### config.mk
export PLATFORM = sky130hd
export DESIGN_NAME = modbus_rtu_request_decoder_top
export DESIGN_NICKNAME = d
export VERILOG_FILES = /design/src/design/mrd_pkg.sv /design/src/design/modbus_rtu_request_decoder_top.sv /design/src/design/mrd_in_stage.sv /design/src/design/mrd_frame_core.sv
export SDC_FILE = /design/constraint.sdc
export NUM_CORES = 1
export LEC_CHECK = 0
export BUFFER_PORTS_ARGS = -buffer_cell sky130_fd_sc_hd__buf_4
export CAP_MARGIN = 20
export CORE_MARGIN = 2
export CORE_UTILIZATION = 40
export DETAILED_ROUTE_END_ITERATION = 8
export GPL_TIMING_DRIVEN = 1
export REMOVE_ABC_BUFFERS = 1
export SETUP_SLACK_MARGIN = 0.2
export SYNTH_ARGS = -nofsm -noshare
export SYNTH_HDL_FRONTEND = slang
export SYNTH_SLANG_ARGS = --single-unit
### constraint.sdc
create_clock -name clk -period 2.99 [get_ports clk]
set_clock_uncertainty 0.15 [all_clocks]
set_input_delay 0.4485 -clock clk [delete_from_list [all_inputs] [get_ports clk]]
set_output_delay 0.4485 -clock clk [all_outputs]
set_load 0.02 [all_outputs]
### src/design/mrd_pkg.sv
// ----------------------------------------------------------------------------
// mrd_pkg
// Shared types, codes and the CRC-16/MODBUS nibble table of the request decoder.
// ----------------------------------------------------------------------------
package mrd_pkg;

  localparam int FRAME_BYTES = 8;
  localparam int IDX_W       = $clog2(FRAME_BYTES);
  localparam int CNT_W       = 4;

  localparam logic [CNT_W-1:0] COUNT_CAP = 4'd9;
  localparam logic [15:0]      CRC_SEED  = 16'hFFFF;

  // frame status codes
  localparam logic [1:0] ST_OK   = 2'd0;
  localparam logic [1:0] ST_LEN  = 2'd1;
  localparam logic [1:0] ST_ADDR = 2'd2;
  localparam logic [1:0] ST_CRC  = 2'd3;

  // command codes
  localparam logic [3:0] CMD_NONE      = 4'd0;
  localparam logic [3:0] CMD_READ_ALL  = 4'd1;
  localparam logic [3:0] CMD_READ_MODE = 4'd2;
  localparam logic [3:0] CMD_ON        = 4'd3;
  localparam logic [3:0] CMD_OFF       = 4'd4;
  localparam logic [3:0] CMD_SET_OFS   = 4'd2;

  // function and item codes in the request
  localparam logic [7:0] FN_READ        = 8'h02;
  localparam logic [7:0] FN_WRITE       = 8'h05;
  localparam logic [7:0] ITEM_ALL       = 8'h00;
  localparam logic [7:0] ITEM_MODE      = 8'h01;
  localparam logic [7:0] ITEM_ONOFF     = 8'h02;
  localparam logic [7:0] ITEM_SET_FIRST = 8'h03;
  localparam logic [7:0] ITEM_SET_LAST  = 8'h09;

  localparam logic [15:0] NIB_TAB [16] = '{
    16'h0000, 16'hCC01, 16'hD801, 16'h1400, 16'hF001, 16'h3C00, 16'h2800, 16'hE401,
    16'hA001, 16'h6C00, 16'h7800, 16'hB401, 16'h5000, 16'h9C01, 16'h8801, 16'h4400
  };

  typedef struct packed {
    logic [7:0] rx_byte;
    logic       frame_end;
  } in_item_t;

  typedef struct packed {
    logic [1:0]  frame_status;
    logic [3:0]  command;
    logic [15:0] set_value;
  } out_item_t;

  function automatic logic [15:0] crc_byte(input logic [15:0] c, input logic [7:0] b);
    logic [15:0] t;
    t = NIB_TAB[b[3:0] ^ c[3:0]] ^ (c >> 4);
    return NIB_TAB[b[7:4] ^ t[3:0]] ^ (t >> 4);
  endfunction

endpackage

### src/design/modbus_rtu_request_decoder_top.sv
// ----------------------------------------------------------------------------
// modbus_rtu_request_decoder_top
// Modbus RTU request checker: length, address and CRC-16 check, command decode.
//
//   channel  ports                          direction  payload
//   in       in_valid / in_stall / in_data  sink       rx_byte, frame_end
//   out      out_valid / out_stall / out_data source   frame_status, command, set_value
//   cfg      cfg_we / cfg_wdata             sink       device_address
//
// one byte accepted per cycle while in_stall is low; a frame's result passes the input
// register and then the result register around the decode
// two table nibble steps of the crc per byte sit in the single decode stage
// rst_n is synchronous; device address resets to 1, count to 0, crc to 0xFFFF
// out_stall holds the result; bytes that end no frame still flow past it
// ----------------------------------------------------------------------------
module modbus_rtu_request_decoder_top (
  input  logic               clk,
  input  logic               rst_n,
  input  logic               in_valid,
  output logic               in_stall,
  input  mrd_pkg::in_item_t  in_data,
  output logic               out_valid,
  input  logic               out_stall,
  output mrd_pkg::out_item_t out_data,
  input  logic               cfg_we,
  input  logic [7:0]         cfg_wdata
);

  logic [7:0]        device_address_r;
  logic              s1_valid;
  mrd_pkg::in_item_t s1_item;
  logic              s1_take;

  always_ff @(posedge clk) begin
    if (!rst_n) begin
      device_address_r <= 8'd1;
    end else if (cfg_we) begin
      device_address_r <= cfg_wdata;
    end
  end

  mrd_in_stage u_in_stage (
    .clk      (clk),
    .rst_n    (rst_n),
    .in_valid (in_valid),
    .in_stall (in_stall),
    .in_data  (in_data),
    .s1_valid (s1_valid),
    .s1_item  (s1_item),
    .s1_take  (s1_take)
  );

  mrd_frame_core u_frame_core (
    .clk       (clk),
    .rst_n     (rst_n),
    .dev_addr  (device_address_r),
    .s1_valid  (s1_valid),
    .s1_item   (s1_item),
    .s1_take   (s1_take),
    .out_valid (out_valid),
    .out_stall (out_stall),
    .out_data  (out_data)
  );

endmodule

### src/design/mrd_in_stage.sv
// ----------------------------------------------------------------------------
// mrd_in_stage
// Input register: holds one received byte until the frame core takes it.
// ----------------------------------------------------------------------------
module mrd_in_stage (
  input  logic              clk,
  input  logic              rst_n,
  input  logic              in_valid,
  output logic              in_stall,
  input  mrd_pkg::in_item_t in_data,
  output logic              s1_valid,
  output mrd_pkg::in_item_t s1_item,
  input  logic              s1_take
);

  logic              s1_valid_r;
  mrd_pkg::in_item_t s1_item_r;

  assign in_stall = s1_valid_r && !s1_take;
  assign s1_valid = s1_valid_r;
  assign s1_item  = s1_item_r;

  always_ff @(posedge clk) begin
    if (!rst_n) begin
      s1_valid_r <= 1'b0;
    end else if (!in_stall) begin
      s1_valid_r <= in_valid;
    end
  end

  always_ff @(posedge clk) begin
    if (!in_stall) begin
      s1_item_r <= in_data;
    end
  end

endmodule

### src/design/mrd_frame_core.sv
// ----------------------------------------------------------------------------
// mrd_frame_core
// Byte count, frame store and CRC register; classifies the frame at its last
// byte and drives the result register.
// ----------------------------------------------------------------------------
module mrd_frame_core (
  input  logic               clk,
  input  logic               rst_n,
  input  logic [7:0]         dev_addr,
  input  logic               s1_valid,
  input  mrd_pkg::in_item_t  s1_item,
  output logic               s1_take,
  output logic               out_valid,
  input  logic               out_stall,
  output mrd_pkg::out_item_t out_data
);

  logic [mrd_pkg::CNT_W-1:0] byte_count_r;
  logic [15:0]               crc_r;
  logic [7:0]                frame_bytes_r [mrd_pkg::FRAME_BYTES];

  logic                      out_valid_r;
  mrd_pkg::out_item_t        out_data_r;

  logic                      adv;
  logic [mrd_pkg::CNT_W-1:0] cnt_inc;
  logic [15:0]               crc_upd;
  logic [7:0]                fb [mrd_pkg::FRAME_BYTES];
  logic [3:0]                cmd;
  mrd_pkg::out_item_t        res;

  assign adv     = !out_valid_r || !out_stall;
  assign s1_take = s1_valid && (!s1_item.frame_end || adv);

  assign cnt_inc = (byte_count_r < mrd_pkg::COUNT_CAP) ? byte_count_r + 4'd1 : byte_count_r;
  assign crc_upd = (byte_count_r < mrd_pkg::CNT_W'(mrd_pkg::FRAME_BYTES - 2))
                   ? mrd_pkg::crc_byte(crc_r, s1_item.rx_byte) : crc_r;

  // frame as it stands with the current byte included
  always_comb begin
    for (int i = 0; i < mrd_pkg::FRAME_BYTES; i++) begin
      fb[i] = (byte_count_r == mrd_pkg::CNT_W'(i)) ? s1_item.rx_byte : frame_bytes_r[i];
    end
  end

  always_comb begin
    cmd = mrd_pkg::CMD_NONE;
    if (fb[2] == 8'h00) begin
      if (fb[1] == mrd_pkg::FN_READ) begin
        if (fb[3] == mrd_pkg::ITEM_ALL) begin
          cmd = mrd_pkg::CMD_READ_ALL;
        end else if (fb[3] == mrd_pkg::ITEM_MODE) begin
          cmd = mrd_pkg::CMD_READ_MODE;
        end
      end else if (fb[1] == mrd_pkg::FN_WRITE) begin
        if (fb[3] == mrd_pkg::ITEM_ONOFF) begin
          if (fb[4] == 8'h00 && fb[5] == 8'h00) begin
            cmd = mrd_pkg::CMD_ON;
          end else if (fb[4] == 8'h00 && fb[5] == 8'h01) begin
            cmd = mrd_pkg::CMD_OFF;
          end
        end else if (fb[3] >= mrd_pkg::ITEM_SET_FIRST && fb[3] <= mrd_pkg::ITEM_SET_LAST) begin
          cmd = fb[3][3:0] + mrd_pkg::CMD_SET_OFS;
        end
      end
    end
  end

  always_comb begin
    res = '0;
    if (cnt_inc != mrd_pkg::CNT_W'(mrd_pkg::FRAME_BYTES)) begin
      res.frame_status = mrd_pkg::ST_LEN;
    end else if (fb[0] != dev_addr) begin
      res.frame_status = mrd_pkg::ST_ADDR;
    end else if (fb[mrd_pkg::FRAME_BYTES-2] != crc_upd[7:0] ||
                 fb[mrd_pkg::FRAME_BYTES-1] != crc_upd[15:8]) begin
      res.frame_status = mrd_pkg::ST_CRC;
    end else begin
      res.frame_status = mrd_pkg::ST_OK;
      res.command      = cmd;
      res.set_value    = {fb[4], fb[5]};
    end
  end

  always_ff @(posedge clk) begin
    if (!rst_n) begin
      byte_count_r <= '0;
      crc_r        <= mrd_pkg::CRC_SEED;
      out_valid_r  <= 1'b0;
    end else begin
      if (s1_take) begin
        if (s1_item.frame_end) begin
          byte_count_r <= '0;
          crc_r        <= mrd_pkg::CRC_SEED;
        end else begin
          byte_count_r <= cnt_inc;
          crc_r        <= crc_upd;
        end
      end
      if (adv) begin
        out_valid_r <= s1_valid && s1_item.frame_end;
      end
    end
  end

  always_ff @(posedge clk) begin
    if (s1_take && byte_count_r < mrd_pkg::CNT_W'(mrd_pkg::FRAME_BYTES)) begin
      frame_bytes_r[byte_count_r[mrd_pkg::IDX_W-1:0]] <= s1_item.rx_byte;
    end
    if (adv) begin
      out_data_r <= res;
    end
  end

  assign out_valid = out_valid_r;
  assign out_data  = out_data_r;

  a_cnt_cap: assert property (@(posedge clk) disable iff (!rst_n)
    byte_count_r <= mrd_pkg::COUNT_CAP)
    else $error("byte count beyond cap");

  a_frame_restart: assert property (@(posedge clk) disable iff (!rst_n)
    s1_take && s1_item.frame_end |=> byte_count_r == '0 && crc_r == mrd_pkg::CRC_SEED)
    else $error("count or crc not cleared after frame end");

  a_reject_zero: assert property (@(posedge clk) disable iff (!rst_n)
    out_valid_r && out_data_r.frame_status != mrd_pkg::ST_OK |->
      out_data_r.command == mrd_pkg::CMD_NONE && out_data_r.set_value == 16'h0000)
    else $error("rejected frame carries a command or value");

  a_result_from_end: assert property (@(posedge clk) disable iff (!rst_n)
    !$past(out_valid_r) && out_valid_r |-> $past(s1_take && s1_item.frame_end))
    else $error("result without a frame end transaction");

endmodule

# Word level (Yosys, flattened, before mapping)
# Memory sizes are Yosys's and may differ from the RTL's.
# Index checks and enable logic that the tools add are counted.
[op_classes]
addsub = 2
multipliers = 0
n_eq_ne = 16
n_reduce_logical = 21
mux = 28
div = 0
bitwise_logic = 7
shift = 0
magnitude_cmp = 7
[ops]
columns = ["cell", "n"]
rows = [
  ["$mux 16", 6],
  ["$mux 8", 8],
  ["$logic_not 8->1", 4],
  ["$mux 4", 8],
  ["$xor 16x12->16", 2],
  ["$ne 8x8->1", 3],
  ["$eq 4x3->1 const B", 4],
  ["$eq 8x1->1 const B", 2],
  ["$eq 8x2->1 const B", 2],
  ["$ge 5x5->1 const B", 2],
  ["$not 4->5", 2],
  ["$eq 4x2->1 const B", 2],
  ["$eq 8x3->1 const B", 1],
  ["$ge 8x2->1 const B", 1],
  ["$le 8x4->1 const B", 1],
  ["$lt 4x4->1 const B", 2],
  ["$xor 4x4->4", 2],
  ["$logic_and 1x1->1", 7],
  ["$mux 2", 3],
  ["$add 4x1->4 const B", 1],
  ["$add 4x2->4 const B", 1],
  ["$eq 4x1->1 const B", 1],
  ["$logic_not 1->1", 4],
  ["$logic_not 4->1", 1],
  ["8 further kinds", 11],
]
[word_totals]
latch_bits = 0
ramBits = 64
mem_bits_ro = 512
mem_count = 3
input_bits = 22
reg_bits = 61
wordCells = 94
[mem_list]
columns = ["memory", "depth", "width", "rd", "rd_clocked_by_memory_dff", "write_ports", "line_no", "text"]
rows = [
  ["(name not given)", 16, 16, 1, 0, 0, "mrd_pkg.sv:55", "t = NIB_TAB[b[3:0] ^ c[3:0]] ^ (c >> 4);"],
  ["(name not given)", 16, 16, 1, 0, 0, "mrd_pkg.sv:56", "return NIB_TAB[b[7:4] ^ t[3:0]] ^ (t >> 4);"],
  ["u_frame_core.frame_bytes_r", 8, 8, 8, 0, 1, "mrd_frame_core.sv:20", "logic [7:0] frame_bytes_r [mrd_pkg::FRAME_BYTES];"],
]

# Depth between registers and ports, before layout
[depth]
depth_word = 17
ltp_mapped = 13
mapped_depth_nobuf = 9

# Hierarchy
# From an unflattened synthesis, not the netlist that was laid out.
[unflattened]
cells_unflattened = 522
area_unflattened_um2 = 6209.7
[modules_own_cells]
columns = ["mod", "seq_area_each_um2", "area_per_inst_um2", "instances", "cells_each"]
rows = [
  ["mrd_frame_core", 3002.9, 5595.4, 1, 484],
  ["mrd_in_stage", 290.3, 315.3, 1, 13],
  ["modbus_rtu_request_decoder_top", 160.2, 299.0, 1, 25],
]

# Least setup slack after synthesis
# Ideal clock, no wire load.
[synth_timing]
kind = "flip-flop to flip-flop"
start = "register u_frame_core.byte_count_r[1] (netlist name)"
end = "register u_frame_core.out_data_r, in the netlist u_frame_core.out_data[11], data pin"
n_path_buf = 4
arrival_ps = 2749
stages_incl_launch_ff = 14
path_slack_ps = -80
synth_period_minus_slack_ps = 3070
required_ps = 2669
setup_ps = 171
cell_sequence = "dfxtp_1 -> clkbuf_1 -> inv_1 -> ha_1 -> nor3b_1 -> buf_1 -> mux2i_1 -> xnor2_1 -> nor4_1 -> nand2_1 -> or2_1 -> buf_6 -> buf_12 -> nor4_2"
[synth_via]
elab_chain_cells = 5
elab_cells_between_ends = 19
cone_classes = "add/sub: 1; order compare: 2; eq/ne: 7; mux: 6; reduce/logical: 3"
[synth_lines]
columns = ["element", "line_no", "text"]
rows = [
  ["start: declaration", "mrd_frame_core.sv:18", "logic [mrd_pkg::CNT_W-1:0] byte_count_r;"],
  ["start signal: assignment", "mrd_frame_core.sv:96", "byte_count_r <= cnt_inc;"],
  ["$lt 4x3->1 / $eq 4x3->1 (equally long branches)", "mrd_frame_core.sv:36, mrd_frame_core.sv:42", ""],
  ["$mux 16 / $mux 8 (equally long branches)", "mrd_frame_core.sv:37, mrd_frame_core.sv:42", ""],
  ["$ne 8x8->1 (on tied branches)", "mrd_frame_core.sv:75, mrd_frame_core.sv:76", ""],
  ["$logic_or 1x1->1", "mrd_frame_core.sv:75", "end else if (fb[mrd_pkg::FRAME_BYTES-2] != crc_upd[7:0] ||"],
  ["$reduce_or 3->1 (no source line)", "--", ""],
  ["end signal: assignment", "mrd_frame_core.sv:111", "out_data_r <= res;"],
  ["end: declaration", "mrd_frame_core.sv:23", "mrd_pkg::out_item_t out_data_r;"],
]
# Several ways; a longest one is shown, not always the timed one.
# A chain may end at the register's enable or synchronous reset.

# Worst setup path in the final report
[layout_timing]
start = "register u_in_stage.s1_item_r, in the netlist u_in_stage.s1_item[1]"
end = "register u_frame_core.out_data_r, in the netlist u_frame_core.out_data[5], data pin"
[layout_via]
elab_chain_cells = 16
elab_cells_between_ends = 21
cone_classes = "eq/ne: 3; mux: 8; bitwise: 6; reduce/logical: 2; memory: 2"
[layout_lines]
columns = ["element", "line_no", "text"]
rows = [
  ["start: declaration", "mrd_in_stage.sv:17", "mrd_pkg::in_item_t s1_item_r;"],
  ["start signal: assignment", "mrd_in_stage.sv:33", "s1_item_r <= in_data;"],
  ["$xor 4x4->4", "mrd_pkg.sv:55", ""],
  ["$not 4->5 (implied by the code)", "mrd_pkg.sv:55", ""],
  ["$mem_v2 16x16", "--", ""],
  ["$mux 16 (implied by the code) (2 in series)", "mrd_pkg.sv:55", ""],
  ["$xor 16x12->16", "mrd_pkg.sv:55", ""],
  ["$xor 4x4->4", "mrd_pkg.sv:56", ""],
  ["$not 4->5 (implied by the code)", "mrd_pkg.sv:56", ""],
  ["$mem_v2 16x16", "--", ""],
  ["$mux 16 (implied by the code) (2 in series)", "mrd_pkg.sv:56", ""],
  ["$xor 16x12->16", "mrd_pkg.sv:56", ""],
  ["$mux 16", "mrd_frame_core.sv:37", "? mrd_pkg::crc_byte(crc_r, s1_item.rx_byte) : crc_r;"],
  ["$ne 8x8->1 (on tied branches)", "mrd_frame_core.sv:75, mrd_frame_core.sv:76", ""],
  ["$logic_or 1x1->1", "mrd_frame_core.sv:75", ""],
  ["$reduce_or 3->1 (no source line) *", "--", ""],
]
# Mark *: on every way between the ends. The rest lies on a longest branch, timed or not. The select of a mux whose other input is x is not followed.

==> impl_metrics.tcl <==
set metrics [dict create \
    critPathArrivalTime_ns 2.96 \
    die_w_um 129 \
    clkLatencyLatePin_ns 0.42 \
    slew_headroom_pct 53.2 \
    ios 46 \
    finalWirelength_mm 15.9 \
    cts_tree "done" \
    worst_slack_ns 0.119 \
    clkSlewWorstSetupHoldPaths_ns 0.06 \
    p_per_area_mw_per_mm2 530 \
    synthTopCellsByArea "edfxtp_1 (45%), dfxtp_1 (9.6%), mux2i_1 (8.9%), xnor2_1 (3.5%), nand2_1 (2.5%)" \
    endpoint_kind "register" \
    finalCritPeriodShare_pct 96.0 \
    power_frac_seq_pct 43.2 \
    fp.dieArea_mm2 0.0167 \
    dieHeight_um 129 \
    hp-class "primary input to register" \
    synthesis.area_mm2 0.00627 \
    dp_hpwl_mm 10.1 \
    fmax_ghz 0.348 \
    grt_pass1_wl_mm 24.5 \
    dr_total_vias 4582 \
    diodes 0 \
    status "completed" \
    placedInstanceArea_mm2 0.00713 \
    critPathKind "register to register" \
    wl_per_cell_um 18.5 \
    ys_warn_count 0 \
    final_hold_viol_count 0 \
    vias_per_cell 5.32 \
    synth_largest_area_cell "edfxtp_1" \
    drive_gt1_share_pct 35.7 \
    p_leak_nw 3.34 \
    placementRows 45 \
    grt_pass1_vias 4531 \
    clkPwrFrac_pct 45.2 \
    ys_ff_latch 125 \
    dp_slack_ns -0.0958 \
    drv_slew 0 \
    drt_pass1_iterations 5 \
    final_area_mm2 0.00845 \
    synth_top_area_share_pct 45.5 \
    finalPower_mw 4.48 \
    synth_flop_cell "edfxtp_1" \
    syn_to_final_growth_pct 34.7 \
    power_frac_comb_pct 11.6 \
    synth_cell_type_count 65 \
    grtUsageTotal_pct 19.6 \
    max-cap-violations 0 \
    cts.sinks 125 \
    avgSynthCellArea_um2 11.9 \
    p_int_mw 3.45 \
    ir_drop_mv 0.441 \
    crit_path_max_fanout 8 \
    synth_edf_count 95 \
    core_mm2 0.0153 \
    cts_hold_buf 0 \
    antenna_found_initial 0 \
    setup_viol 0 \
    setup-tns-final_ns 0 \
    drc 0 \
    place_inst 804 \
    drt-initial-drc-count 268 \
    synthCells 528 \
    grt_start_max_net_pins 31 \
    place_congestion 0.884 \
    critPathLaunchType "register" \
    htreeDepth 4 \
    rsz0062_at_grt "true" \
    ant_nets 0 \
    async_reset_ff_share_pct 0 \
    final_common_cell "buf_4" \
    p_sw_mw 1.03 \
    initial_core_util_pct 41.1 \
    tightest_slew_ns 0.700 \
    grt.overflow.total 0 \
    cp.required_ns 3.08 \
    fin_nets 664 \
    regToRegSetupSlack_ns 0.12 \
    period_needed_ns 2.87 \
    yosysSeqAreaShare_pct 55.0 \
    cts.path.max_buffers 2 \
    fin_cells 861 \
    cts-buffers-inserted 17 \
    swShare_pct 23.0 \
    cts-root-buf "clkbuf_16" \
    final_cell_mix "buf_4 (109), edfxtp_1 (95), mux2i_1 (43)" \
    io_buffer_count 45 \
]
## final timing paths
path / from / depth (start not counted) / endpoint
setup reg to reg: u_in_stage.s1_item[1] / 10 / u_frame_core.out_data[5]
setup / recovery: u_in_stage.s1_item[1] / 10 / u_frame_core.out_data[5]
hold reg to reg: device_address_r[0] / 2 / device_address_r[0]
hold / removal: in_data[4] / 1 / u_in_stage.s1_item[4]
## power groups by stage
stage	Combinational, mW	Clock [mW]	Sequential (mW)
after global routing	0.561	2.14	1.94
after global placement	0.421	0	1.97
final	0.521	2.03	1.93
after floorplan	0.235	0	1.98
after CTS	0.455	2.06	1.93
after detailed placement	0.422	0	1.97
## synthesized netlist by cell type (6+ instances only)
cell / n
o22ai_1: 16
buf_2: 9
nand3_1: 8
nand3b_1: 9
inv_1: 13
o21ai_0: 10
nor2b_1: 9
clkbuf_1: 22
nor4_2: 9
dfxtp_1: 30
xor2_1: 13
edfxtp_1: 95
mux2i_1: 56
xnor2_1: 25
nor2_1: 23
nor3_1: 11
nor4_1: 24
a21oi_1: 20
nand2_1: 42
or3_1: 6
## timing repair
action                     CTS  global route
buffers inserted            11             9
gates cloned                 2             3
setup endpoints to repair   22            22
hold endpoints to repair     0             0
resized for setup           58            43
pin swaps                   17            10
## sequential cells by signal, summed over array words and instances, names as in the netlist
signal	count
u_frame_core.frame_bytes_r	64
u_frame_core.out_data	22
u_frame_core.crc_r	16
u_in_stage.s1_item	9
device_address_r	8
u_frame_core.byte_count_r	4
u_frame_core.out_valid	1
u_in_stage.s1_valid	1
## critical path, stage by stage, from the launching register on
cell and delay [ns]:
edfxtp_1 0.46, buf_6 0.20, xor3_1 0.30, mux2i_1 0.22, xnor2_1 0.14, nand3b_1 0.14
nor4_2 0.33, nand4_1 0.15, buf_6 0.17, buf_12 0.14, nor4_4 0.29
## final cells by class
cell class              count  area (um^2)
clock buffers              19          433
clock inverters            13          149
fillers                  1270         6810
inverters                  13         56.3
multi-input cells         355         3030
flip-flops and latches    125         3460
well taps                 211          264
repair buffers            125         1050
## per-layer routing
metal / share of wire (%) / track usage, % / vias up
met4: 2.1 / 7.93 / 0
met3: 4.2 / 4.05 / 27
met5: 0 / 0 / -
li1: - / - / 2192
met1: 44 / 25.3 / 2239
met2: 50 / 32.3 / 124
## cells by family (layout without fill, tap and decap cells)
logic type	after synthesis	count (layout)	synth area share, %
AO/OA/AOI/OAI	77	77	7.96
adder cells (fa/ha/maj)	5	5	0.997
AND/OR/NAND/NOR	172	172	15.9
buffers and inverters	48	170	3.49
flip-flops	125	125	55.0
XOR/XNOR	44	44	7.50
multiplexers	57	57	9.11
## stage by stage
stage,hold slack [ns],utilization [%]
floorplan,0.312,-
global placement,0.343,46.7
detailed placement,0.342,46.7
CTS,0.0301,53.2
global route,0.0339,55.4
finish,0.0489,55.4
Note: power is estimated with default switching activity, not from simulation.
